$ cat src/hdl/gmf_pkg.sv
// ----------------------------------------------------------------------------
// gmf_pkg
// Shared widths, types and codes of the 3x3 median grid filter.
// ----------------------------------------------------------------------------
package gmf_pkg;

  localparam int SAMPLE_W = 16;
  localparam int COORD_W  = 8;
  localparam int MED_W    = 17;
  localparam int CFG_IDX_W = 2;
  localparam int CFG_DAT_W = 8;
  localparam int WIN_N    = 9;
  localparam int CNT_W    = 4;

  localparam logic OP_STORE = 1'b0;
  localparam logic OP_QUERY = 1'b1;

  localparam logic [CFG_IDX_W-1:0] REG_ROWS = 2'd0;
  localparam logic [CFG_IDX_W-1:0] REG_COLS = 2'd1;

  localparam logic [CFG_DAT_W-1:0] DIM_RESET = 8'd100;

  localparam logic STATUS_OK      = 1'b0;
  localparam logic STATUS_OUTSIDE = 1'b1;

  typedef logic signed [SAMPLE_W-1:0] sample_t;
  typedef logic signed [MED_W-1:0]    med_t;
  typedef logic [COORD_W-1:0]         coord_t;

  typedef struct packed {
    logic    clear;
    logic    insert;
    sample_t key;
  } sort_ctl_t;

endpackage

$ cat src/hdl/gmf_sorter.sv
// ----------------------------------------------------------------------------
// gmf_sorter
// Insertion sorter for up to nine samples and median selection.
// ----------------------------------------------------------------------------
module gmf_sorter (
  input  logic                clk,
  input  logic                rst,
  input  gmf_pkg::sort_ctl_t  ctl,
  output gmf_pkg::med_t       median_x2
);
  import gmf_pkg::*;

  sample_t          vals [WIN_N];
  sample_t          vals_next [WIN_N];
  logic [CNT_W-1:0] n;
  logic [WIN_N-1:0] gt;
  med_t             mid_lo;
  med_t             mid_hi;

  always_comb begin
    for (int i = 0; i < WIN_N; i++) begin
      gt[i] = (CNT_W'(i) >= n) || (vals[i] > ctl.key);
    end
    for (int i = 0; i < WIN_N; i++) begin
      if (!gt[i]) begin
        vals_next[i] = vals[i];
      end else if (i > 0 && gt[(i > 0) ? i - 1 : 0]) begin
        vals_next[i] = vals[(i > 0) ? i - 1 : 0];
      end else begin
        vals_next[i] = ctl.key;
      end
    end
  end

  always_ff @(posedge clk) begin
    if (rst || ctl.clear) begin
      n <= '0;
    end else if (ctl.insert) begin
      n <= n + CNT_W'(1);
    end
    if (ctl.insert) begin
      vals <= vals_next;
    end
  end

  always_comb begin
    mid_lo = '0;
    mid_hi = '0;
    case (n)
      4'd1: begin mid_lo = MED_W'(vals[0]); mid_hi = MED_W'(vals[0]); end
      4'd2: begin mid_lo = MED_W'(vals[0]); mid_hi = MED_W'(vals[1]); end
      4'd3: begin mid_lo = MED_W'(vals[1]); mid_hi = MED_W'(vals[1]); end
      4'd4: begin mid_lo = MED_W'(vals[1]); mid_hi = MED_W'(vals[2]); end
      4'd5: begin mid_lo = MED_W'(vals[2]); mid_hi = MED_W'(vals[2]); end
      4'd6: begin mid_lo = MED_W'(vals[2]); mid_hi = MED_W'(vals[3]); end
      4'd7: begin mid_lo = MED_W'(vals[3]); mid_hi = MED_W'(vals[3]); end
      4'd8: begin mid_lo = MED_W'(vals[3]); mid_hi = MED_W'(vals[4]); end
      4'd9: begin mid_lo = MED_W'(vals[4]); mid_hi = MED_W'(vals[4]); end
      default: begin mid_lo = '0; mid_hi = '0; end
    endcase
    median_x2 = mid_lo + mid_hi;
  end

endmodule

$ cat config.mk
export PLATFORM = sky130hd
export DESIGN_NAME = gmf_sorter
export DESIGN_NICKNAME = d
export VERILOG_FILES = /design/src/hdl/gmf_pkg.sv /design/src/hdl/gmf_sorter.sv
export SDC_FILE = /design/constraint.sdc
export NUM_CORES = 1
export LEC_CHECK = 0
export BUFFER_PORTS_ARGS = -buffer_cell sky130_fd_sc_hd__buf_4
export CAP_MARGIN = 40
export CORE_MARGIN = 5
export CORE_UTILIZATION = 60
export DETAILED_ROUTE_END_ITERATION = 12
export PLACE_DENSITY = 0.8
export REMOVE_ABC_BUFFERS = 1
export SLEW_MARGIN = 20
export SYNTH_ARGS = -nofsm -noshare
export SYNTH_HDL_FRONTEND = slang
export SYNTH_SLANG_ARGS = --single-unit
$ cat constraint.sdc
create_clock -name clk -period 9.3 [get_ports clk]
set_input_delay 1.395 -clock clk [delete_from_list [all_inputs] [get_ports clk]]
set_output_delay 1.395 -clock clk [all_outputs]
set_load 0.01 [all_outputs]
* Word-level counts from Yosys, hierarchy flattened
Cells that the tools add are included.
** Word-level totals
- Register bits :: 84
- Bits of input ports :: 20
- Output and inout port bits :: 17
- Logic and storage cells :: 52
** Cells by class
- Add/subtract/negate cells :: 2
- Magnitude comparators :: 10
- Equality and inequality tests :: 9
- Muxes and demuxes :: 6
- Reduce and logical (&&, ||, !) cells :: 19
** Operators with widths (count)
- 17-bit case mux with 5 select lines :: 2
- 16-bit greater-than comparator :: 5
- 16-bit two-way mux :: 4
- 17-bit adder :: 1
- 4-bit by 3-bit equality test with 1-bit output, second input constant :: 4
- 2-bit OR reduction :: 8
- 2-bit AND reduction :: 5
- 4-bit by 2-bit equality test with 1-bit output, second input constant :: 2
- 4-bit equality test, second input constant :: 2
- 1-bit by 4-bit greater-or-equal comparator with 1-bit output, first input constant :: 2
- 2-bit by 4-bit greater-or-equal comparator with 1-bit output, first input constant :: 2
- 1-bit logical OR :: 6
- 4-bit by 1-bit adder with 4-bit output, second input constant :: 1
- 4-bit by 1-bit equality test with 1-bit output, second input constant :: 1
- 3-bit by 4-bit greater-or-equal comparator with 1-bit output, first input constant :: 1

* Longest topological paths before layout
Gate-level depths: netlist (run 1).
- Depth in word-level cells :: 4
- Gate-level depth with buffers :: 16
- Depth with buffers taken out :: 15

* Least setup slack after synthesis (run 1)
Ideal clock, no wire load.
- Kind :: flip-flop to output port
- Start point :: register n[3]
- End point :: output median_x2[15]
- Arrival time :: 3.450 ns
- Required time :: 7.905 ns
- Slack :: 4.455 ns
- Stages on the path, launching flop included :: 17
- Path buffers :: 3
- Cells stage by stage :: dfxtp_1 > clkbuf_1 > nor3_1 > and2_1 > clkbuf_1 > a21o_1 > clkbuf_1 > nand2_1 > nand3_1 > ha_1 > o21a_1 > a21oi_1 > o21ai_0 > a21oi_1 > o21ai_0 > a221oi_1 > xnor2_1
** Between the ends
- Cells in the longest elaborated chain, start to end :: 4
- Elaborated cells on any way between the ends :: 20
- Those cells by class :: 1 x add/sub; 9 x eq/ne; 2 x mux; 8 x reduce/logical
** Ends and longest elaborated chain
- from (decl) :: line gmf_sorter.sv:15 : logic [CNT_W-1:0] n;
- from (signal assigned) :: line gmf_sorter.sv:39 : n <= n + CNT_W'(1);
- 4-bit equality test, or another cell as far along :: line gmf_sorter.sv:49 : case (n)
- 2-bit OR reduction (no source line)
- 17-bit case mux with 5 select lines :: line gmf_sorter.sv:49
- 17-bit adder * :: line gmf_sorter.sv:61 : median_x2 = mid_lo + mid_hi;
- to (decl) :: line gmf_sorter.sv:9 : output gmf_pkg::med_t median_x2
Every way passes the cells marked *; elsewhere a longest branch is shown, timed or not.

* Final worst setup path (run 1)
Ends and elaborated chain as after synthesis.

==> out/results.ini, run 1 <==
[final_layout]
fin_cells=847
area_delta_synth_final_pct=11.2
design_area_sq_mm=0.00766
final_util_pct=67.7
seqCellArea_sq_mm=0.00248
final_layout_size_suffix_gt1_share_pct=19.2
multiInputGateArea_sq_mm=0.00419
finalNetCount=822
antennaDiodeCount=0
fillers=856

[detailed_routing]
avgViaCountPerCell=6.93
drt-total-wl_um=20100
vias=5868
firstDrtPassIters=6
drc=0
detailedRoute.firstIterationViolations=748
avgRoutedWirePerCell_um=23.7
postRouteAntennaNets=0

[critical_path]
timing.critical_path.cells=nor3_1 -> and2_1 -> a21o_1 -> nand2_1 -> nand3_1 -> ha_1 -> a211o_1 -> a21oi_1 -> o21ai_0 -> a21oi_1 -> o21ai_0 -> a221oi_1 -> xnor2_1 -> buf_4
cp_data_required_time_ps=7910
critical_path_at_ps=5130
worst_setup_path_class=flip-flop to output port
critPathLaunchType=flip-flop
timing.critical_path.to_type=output port
critical_path.startpoint=n[3]
rr_startpoint=vals[133]
crit_fanout=17
slowest_cell_delay_on_critical_path_ps=710
critical-path-slowest-cell=sky130_fd_sc_hd__and2_1

[sta]
setup-tns-final_ps=0
finalClockSkew_ps=8.31
maxSlewHeadroom_pct=33.5
timing.final.hold_violations=0
setup_viol=0
setup_repair_after_global_routing_missed_its_margin=no
timing.final.max_slew_violations=0
fmax_mhz=153
clock_period_minus_final_worst_setup_slack_ps=6530
tightestPinTransition_ps=997
final_min_period_over_clock_period_pct=70.2

[clock_tree]
post-cts-setup-buffer-count=0
cts_max_level=3
post_cts_resized=0
root_buffer=sky130_fd_sc_hd__clkbuf_16
clkSinkCount=84
clock_latency_ps=350
cts-buffers-inserted=9
max-clock-path-buffers=2
cts_hold_buffers=0
worst_setup_hold_path_clk_slew_ps=60
clock_tree_from_tritoncts=built

[synthesis]
ys_seq_elements=84
syn-mean-instance-area_sq_um=10.5
synth_seq_area_share_pct=36.0
synth_enable_flop_cells=80
yosysWarningCount=0
mappedNetlistArea_sq_mm=0.00689
count_of_different_cell_masters_after_synthesis=60
asyncSetResetFlopFracSynth_pct=0
count_of_mapped_cells_out_of_synthesis=656
synth_flop_cell=sky130_fd_sc_hd__edfxtp_1

[power_and_ir_drop]
report.power.total_mw=1.01
total_leakage_power_nw=3.31
worst_voltage_drop_across_the_vdd_grid_v=0.000131
power_density_mw_per_mm2=131

[floorplan]
dieArea_sq_mm=0.0137
core_area_sq_mm=0.0113
pin_count=37
chipWidth_um=117
rows=39
die_height_um=117
initial_core_util_pct=60.8

[placement]
gp_congestion=1.04
port-buffer-count=36
placed_cell_count=832
hpwlAfterDp_um=14700
placed_standard_cell_area_sq_mm=0.00738

[run]
drv.max_cap_violation_count=0

[grt]
gr-usage-all-layers_pct=30.3
groute.layer.met3.usage_pct=6.17
grt_start_max_net_pins=18
grt_antenna_before_repair=0
grt_use_met2_pct=47.5
first_pass_grt_wire_length_um=31300
grt_pass1_vias=5868
grt.busiest_layer=met2
met1_track_demand_over_resource_pct=40.4
grt_overflow=0

[hold_path]
holdCritPathClass=flip-flop to flip-flop
worst_hold_path_startpoint=n[1]

[status]
run_status=finished clean

-- stage by stage --
stage	worst slack (ps)	hold slack, ps
final	2770	635
after global routing	2440	678
after CTS	2860	633
after detailed placement	3260	621
after global placement	3490	596
after floorplan	4170	561
-- layout make-up --
class                      count  area share, %
clock inverter                 3          0.506
tap                          143           2.34
clock buffer                  12           3.09
sequential                    84           32.4
inverter                      34           1.67
timing repair buffer          52           5.29
multi-input combinational    519           54.7
-- power breakdown --
group	internal [mW]	total [mW]	switching (mW)
combinational	0.0850	0.189	0.104
sequential	0.444	0.473	0.0298
clock	0.205	0.343	0.138
-- cell usage after synthesis (3+ instances only) --
cell / number / area share [%]
sky130_fd_sc_hd__o21ai_0: 13 / 0.94
sky130_fd_sc_hd__a21oi_1: 33 / 2.4
sky130_fd_sc_hd__ha_1: 101 / 18
sky130_fd_sc_hd__nand3_1: 40 / 2.9
sky130_fd_sc_hd__nor3_1: 10 / 0.73
sky130_fd_sc_hd__a21o_1: 18 / 2.0
sky130_fd_sc_hd__a211oi_1: 6 / 0.65
sky130_fd_sc_hd__dfxtp_1: 4 / 1.2
sky130_fd_sc_hd__o21a_1: 5 / 0.55
sky130_fd_sc_hd__xor2_1: 6 / 0.76
sky130_fd_sc_hd__o21bai_1: 3 / 0.33
sky130_fd_sc_hd__a22oi_1: 32 / 3.5
sky130_fd_sc_hd__xnor2_1: 9 / 1.1
sky130_fd_sc_hd__o211ai_1: 3 / 0.33
sky130_fd_sc_hd__nand4_1: 14 / 1.3
sky130_fd_sc_hd__nand2_1: 65 / 3.5
sky130_fd_sc_hd__clkbuf_1: 15 / 0.82
sky130_fd_sc_hd__mux2i_1: 6 / 0.87
sky130_fd_sc_hd__mux2_2: 55 / 9.0
sky130_fd_sc_hd__nor2_1: 28 / 1.5
sky130_fd_sc_hd__a222oi_1: 16 / 2.3
sky130_fd_sc_hd__edfxtp_1: 80 / 35
sky130_fd_sc_hd__mux2_4: 9 / 2.0
sky130_fd_sc_hd__nor2b_1: 6 / 0.55
sky130_fd_sc_hd__inv_1: 34 / 1.9
-- state kept, by name (all words and copies together), names as in the netlist --
signal / cells
vals: 80
n: 4
-- cell usage in the layout, fill, tap and decap left out, types with 13 or more instances in the layout --
cell type / Yosys / routed
sky130_fd_sc_hd__o21ai_0: 13 / 13
sky130_fd_sc_hd__ha_1: 101 / 101
sky130_fd_sc_hd__nor2_1: 28 / 28
sky130_fd_sc_hd__a21oi_1: 33 / 33
sky130_fd_sc_hd__mux2_2: 55 / 55
sky130_fd_sc_hd__a21o_1: 18 / 18
sky130_fd_sc_hd__a222oi_1: 16 / 16
sky130_fd_sc_hd__a22oi_1: 32 / 32
sky130_fd_sc_hd__nand3_1: 40 / 40
sky130_fd_sc_hd__buf_4: 2 / 50
sky130_fd_sc_hd__inv_1: 34 / 34
sky130_fd_sc_hd__nand2_1: 65 / 65
sky130_fd_sc_hd__edfxtp_1: 80 / 80
sky130_fd_sc_hd__nand4_1: 14 / 14
-- worst max-delay path, delay by kind of cell, from the launching register on --
kind	cells	cell delay [ps]
AND/OR/NAND/NOR	4	1480
adder cells (fa/ha/maj)	1	270
flip-flops	1	400
AO/OA/AOI/OAI	7	2330
buffers and inverters	1	140
XOR/XNOR	1	160
-- path summary, 6_finish.rpt --
path         cells after the start  slack [ps]            end
max reg2reg                      9        5620      vals[132]
min                              2         630           n[1]
min reg2reg                      2         630           n[1]
max                             14        2770  median_x2[15]
-- kinds of logic after synthesis --
family,share of synthesized area [%]
xor+xnor,1.91
compound gates,16.0
simple gates,12.3
fa+ha+maj,18.6
buf+inv,3.25
mux,11.8
flops,36.0
-- metal layers --
metal / wire, um / up-vias / share of wire [%]
li1: - / 2651 / -
met4: 835 / 0 / 4.2
met2: 9140 / 343 / 46
met3: 1940 / 82 / 9.7
met5: 0 / - / 0
met1: 8150 / 2792 / 41
No activity file was read; power rests on OpenSTA's default activity.
==> inputs of run 2 (changes only) <==
--- a/config.mk
+++ b/config.mk
@@ -5,10 +5,11 @@
 export SDC_FILE = /design/constraint.sdc
 export NUM_CORES = 1
 export LEC_CHECK = 0
+export ABC_AREA = 1
 export BUFFER_PORTS_ARGS = -buffer_cell sky130_fd_sc_hd__buf_4
 export CAP_MARGIN = 40
 export CORE_MARGIN = 5
-export CORE_UTILIZATION = 60
+export CORE_UTILIZATION = 57
 export DETAILED_ROUTE_END_ITERATION = 12
 export PLACE_DENSITY = 0.8
 export REMOVE_ABC_BUFFERS = 1
==> constraint.sdc (replaced) <==
create_clock -name clk -period 5.6 [get_ports clk]
set_input_delay 0.84 -clock clk [delete_from_list [all_inputs] [get_ports clk]]
set_output_delay 0.84 -clock clk [all_outputs]
set_load 0.01 [all_outputs]
==> run 2 against run 1 <==
Non-clock buffer count decreased by 5. Sequential power increased by 71%. Power increased by 91%. Largest power group unchanged. Combinational power increased to 2.6 times the previous value. Area after synthesis increased by 9.2%. Sequential cell count unchanged. Core utilization decreased by 4.3 points. Via count increased by 24%.
==> out/results.ini, run 2 <==
[detailed_routing]
avgViaCountPerCell=6.16  ; was 6.93
drt-total-wl_um=24300  ; was 20100 um
detailedRoute.firstIterationViolations=864  ; was 748
avgRoutedWirePerCell_um=20.6  ; was 23.7 um
firstDrtPassIters=6  ; unchanged
drc=0  ; unchanged
vias=7251  ; was 5868
postRouteAntennaNets=0  ; unchanged

[clock_tree]
clock_latency_ps=360  ; was 350 ps
worst_setup_hold_path_clk_slew_ps=60  ; about the same
post-cts-setup-buffer-count=0  ; unchanged
cts_max_level=3  ; unchanged
root_buffer=sky130_fd_sc_hd__clkbuf_16  ; unchanged
clkSinkCount=84  ; unchanged
max-clock-path-buffers=2  ; unchanged
cts-buffers-inserted=9  ; unchanged
cts_hold_buffers=0  ; unchanged
clock_tree_from_tritoncts=built  ; unchanged
post_cts_resized=0  ; unchanged

[critical_path]
worstPathBufferInverterCount=2  ; was 1
critical_path_at_ps=4130  ; was 5130 ps
crit_path_frequent_cell=sky130_fd_sc_hd__nand2_1
crit_fanout=14  ; was 17
reg2reg_setup_slack_ps=2290  ; was 5620 ps
r2r_path_end=vals[100]  ; was vals[132]
slowest_cell_delay_on_critical_path_ps=560  ; was 710 ps
rr_startpoint=vals[103]  ; was vals[133]
worst_setup_path_class=flip-flop to output port  ; unchanged
timing.critical_path.to_type=output port  ; unchanged
cpLargestDelayFamily=simple AND/OR/NAND/NOR gates  ; was compound AO/OA/AOI/OAI gates
timing.critical_path.cells=inv_1 -> ha_1 -> nand2_1 -> nand2_1 -> a221o_1 -> ha_1 -> nand2_1 -> nor3_1 -> nor2_1 -> o21ai_1 -> nand3_1 -> nand2_1 -> xor2_1 -> buf_4  ; was nor3_1 -> and2_1 -> a21o_1 -> nand2_1 -> nand3_1 -> ha_1 -> a211o_1 -> a21oi_1 -> o21ai_0 -> a21oi_1 -> o21ai_0 -> a221oi_1 -> xnor2_1 -> buf_4
critPathLaunchType=flip-flop  ; unchanged
ff2ff_path_depth=10  ; was 9
cp_data_required_time_ps=4760  ; was 7910 ps
critical-path-slowest-cell=sky130_fd_sc_hd__a221o_1  ; was sky130_fd_sc_hd__and2_1

[final_layout]
antennaDiodeCount=0  ; unchanged
area_delta_synth_final_pct=10.2  ; was 11.2%
largest_reg_flops=80  ; unchanged
final_common_cell=sky130_fd_sc_hd__nand2_1  ; was sky130_fd_sc_hd__ha_1
design_area_sq_mm=0.00829  ; was 0.00766 sq mm
reg.largest.list=vals: 80 flops, n: 4 flops  ; unchanged
finalNetCount=1119  ; was 822
final_layout_size_suffix_gt1_share_pct=10.4  ; was 19.2%
largest-register=vals  ; unchanged
layout_common_cells=sky130_fd_sc_hd__nand2_1 (349), sky130_fd_sc_hd__ha_1 (101), sky130_fd_sc_hd__nand3_1 (97), sky130_fd_sc_hd__edfxtp_1 (80), sky130_fd_sc_hd__inv_1 (73)  ; was sky130_fd_sc_hd__ha_1 (101), sky130_fd_sc_hd__edfxtp_1 (80), sky130_fd_sc_hd__nand2_1 (65), sky130_fd_sc_hd__mux2_2 (55), sky130_fd_sc_hd__buf_4 (50)
final_util_pct=63.3  ; was 67.7%

[grt]
first_pass_grt_wire_length_um=37200  ; was 31300 um
gr-usage-all-layers_pct=31.0  ; was 30.3%
grt_antenna_before_repair=0  ; unchanged
grt_pass1_vias=6907  ; was 5868
grt_overflow=0  ; unchanged
grt_start_max_net_pins=20  ; was 18

[power_and_ir_drop]
switching_power_share_of_the_total_pct=34.1  ; was 27.0%
worst_voltage_drop_across_the_vdd_grid_v=0.000184  ; was 0.000131 V
cell_internal_pwr_mw=1.27  ; was 0.734 mW
combinational_share_of_power_pct=25.1  ; was 18.8%
p_clk_share_pct=32.7  ; was 34.1%
switching_power_of_the_nets_mw=0.654  ; was 0.272 mW
power.sequential.fraction_pct=42.1  ; was 47.1%
total_leakage_power_nw=4.03  ; was 3.31 nW
power_density_mw_per_mm2=232  ; was 131 mW/mm^2
report.power.total_mw=1.92  ; was 1.01 mW

[sta]
postLayoutSetupSlackWorst_ps=627  ; was 2770 ps
setup-tns-final_ps=0  ; unchanged
fmax_mhz=201
finalClockSkew_ps=10.0  ; was 8.31 ps
setup_viol=0  ; unchanged
tightestPinTransition_ps=816  ; was 997 ps
maxSlewHeadroom_pct=45.4  ; was 33.5%
clock_period_minus_final_worst_setup_slack_ps=4970
timing.final.max_slew_violations=0  ; unchanged
setup_repair_after_global_routing_missed_its_margin=no  ; unchanged
timing.final.hold_violations=0  ; unchanged
final_min_period_over_clock_period_pct=88.8

[floorplan]
pin_count=37  ; unchanged
die_height_um=125  ; was 117 um
chipWidth_um=125  ; was 117 um
rows=42  ; was 39
core_area_sq_mm=0.0131  ; was 0.0113 sq mm
initial_core_util_pct=57.5  ; was 60.8%
dieArea_sq_mm=0.0156  ; was 0.0137 sq mm

[synthesis]
count_of_different_cell_masters_after_synthesis=48  ; was 60
synth_top_area_cell=sky130_fd_sc_hd__edfxtp_1  ; unchanged
netlist.area_leader.share_pct=31.9  ; was 34.9%
post_synth_most_frequent_cells=sky130_fd_sc_hd__nand2_1 (349), sky130_fd_sc_hd__ha_1 (101), sky130_fd_sc_hd__nand3_1 (97)  ; was sky130_fd_sc_hd__ha_1 (101), sky130_fd_sc_hd__edfxtp_1 (80), sky130_fd_sc_hd__nand2_1 (65)
synth_enable_flop_cells=80  ; unchanged
yosysWarningCount=0  ; unchanged
most_numerous_cell_in_the_yosys_netlist=sky130_fd_sc_hd__nand2_1  ; was sky130_fd_sc_hd__ha_1
count_of_mapped_cells_out_of_synthesis=962  ; was 656
syn-mean-instance-area_sq_um=7.82  ; was 10.5 sq um
ys_seq_elements=84  ; unchanged
asyncSetResetFlopFracSynth_pct=0  ; unchanged
post_synth_main_area_contributors=sky130_fd_sc_hd__edfxtp_1 (32%), sky130_fd_sc_hd__nand2_1 (17%), sky130_fd_sc_hd__ha_1 (17%)  ; was sky130_fd_sc_hd__edfxtp_1 (35%), sky130_fd_sc_hd__ha_1 (18%), sky130_fd_sc_hd__mux2_2 (9.0%)
synth_flop_cell=sky130_fd_sc_hd__edfxtp_1  ; unchanged
synth_seq_area_share_pct=33.0  ; was 36.0%
mappedNetlistArea_sq_mm=0.00752  ; was 0.00689 sq mm

[placement]
hpwlAfterDp_um=17100  ; was 14700 um
place_worst_setup_slack_ps=1210  ; was 3260 ps
gp_congestion=0.960  ; was 1.04
port-buffer-count=36  ; unchanged
placed_standard_cell_area_sq_mm=0.00797  ; was 0.00738 sq mm

[hold_path]
min_delay_path_depth=2  ; unchanged
hold_end=n[3]  ; was n[1]
worst_hold_path_startpoint=n[3]  ; was n[1]
holdCritPathClass=flip-flop to flip-flop  ; unchanged

[status]
run_status=finished clean  ; unchanged

[run]
drv.max_cap_violation_count=0  ; unchanged

==> run 2: cells by family after synthesis <==
group / share of synthesized area, %
and+or+nand+nor: 31.9
adders and majority gates: 17.1
buffers and inverters: 5.89
xor gates and xnor gates: 1.51
AOI/OAI and AO/OA: 10.6
DFF: 33.0
==> run 2: worst register-to-register path: stages (launching register included) <==
cell                       delay, ps
sky130_fd_sc_hd__edfxtp_1        450
sky130_fd_sc_hd__ha_1            330
sky130_fd_sc_hd__nand2_1         150
sky130_fd_sc_hd__nor3_2          340
sky130_fd_sc_hd__nand2_1          90
sky130_fd_sc_hd__nand3_1         160
sky130_fd_sc_hd__nand2_1         120
sky130_fd_sc_hd__nand3_2         100
sky130_fd_sc_hd__nand3_4         320
sky130_fd_sc_hd__a21oi_2         570
sky130_fd_sc_hd__buf_4           350
==> run 2: metal layers <==
layer | routed length [um] | GRT usage [%] | vias up
met5 | 0 | 0 | -
met4 | 1010 | 14.6 | 0
met3 | 2790 | 7.29 | 78
met2 | 10600 | 46.9 | 487
met1 | 9910 | 42.0 | 3293
li1 | - | - | 3393
==> run 2: worst max path at each step <==
stage / start / to / slack, ps / cells after the start
final: n[0] / median_x2[15] / 630 / 14
after global routing: n[3] / median_x2[15] / 500 / 16
after CTS: n[0] / median_x2[15] / 810 / 14
after detailed placement: n[0] / median_x2[15] / 1210 / 14
after global placement: n[0] / median_x2[15] / 1290 / 14
after floorplan: n[0] / median_x2[12] / 1940 / 15
==> run 2: cell type report <==
type,count,area [sq um]
clock buffers,9,225
clock inverters,7,80.1
fillers,1151,4800
inverters,78,293
multi-input cells,777,4630
flip-flops and latches,84,2480
well taps,176,220
repair buffers,47,357
==> run 2: power groups by stage <==
stage	Sequential, mW	Combinational (mW)	Clock, mW
6_report	0.809	0.482	0.628
5_1_grt	0.810	0.533	0.664
4_1_cts	0.805	0.473	0.633
3_5_place_dp	0.818	0.470	0
3_3_place_gp	0.819	0.456	0
2_1_floorplan	0.795	0.300	0
==> run 2: metrics by stage <==
stage               std cells  hold slack [ps]
global placement         1161              566
floorplan                 939              537
CTS                      1177              595
global route             1178              624
detailed placement       1161              577
finish                   1178              597
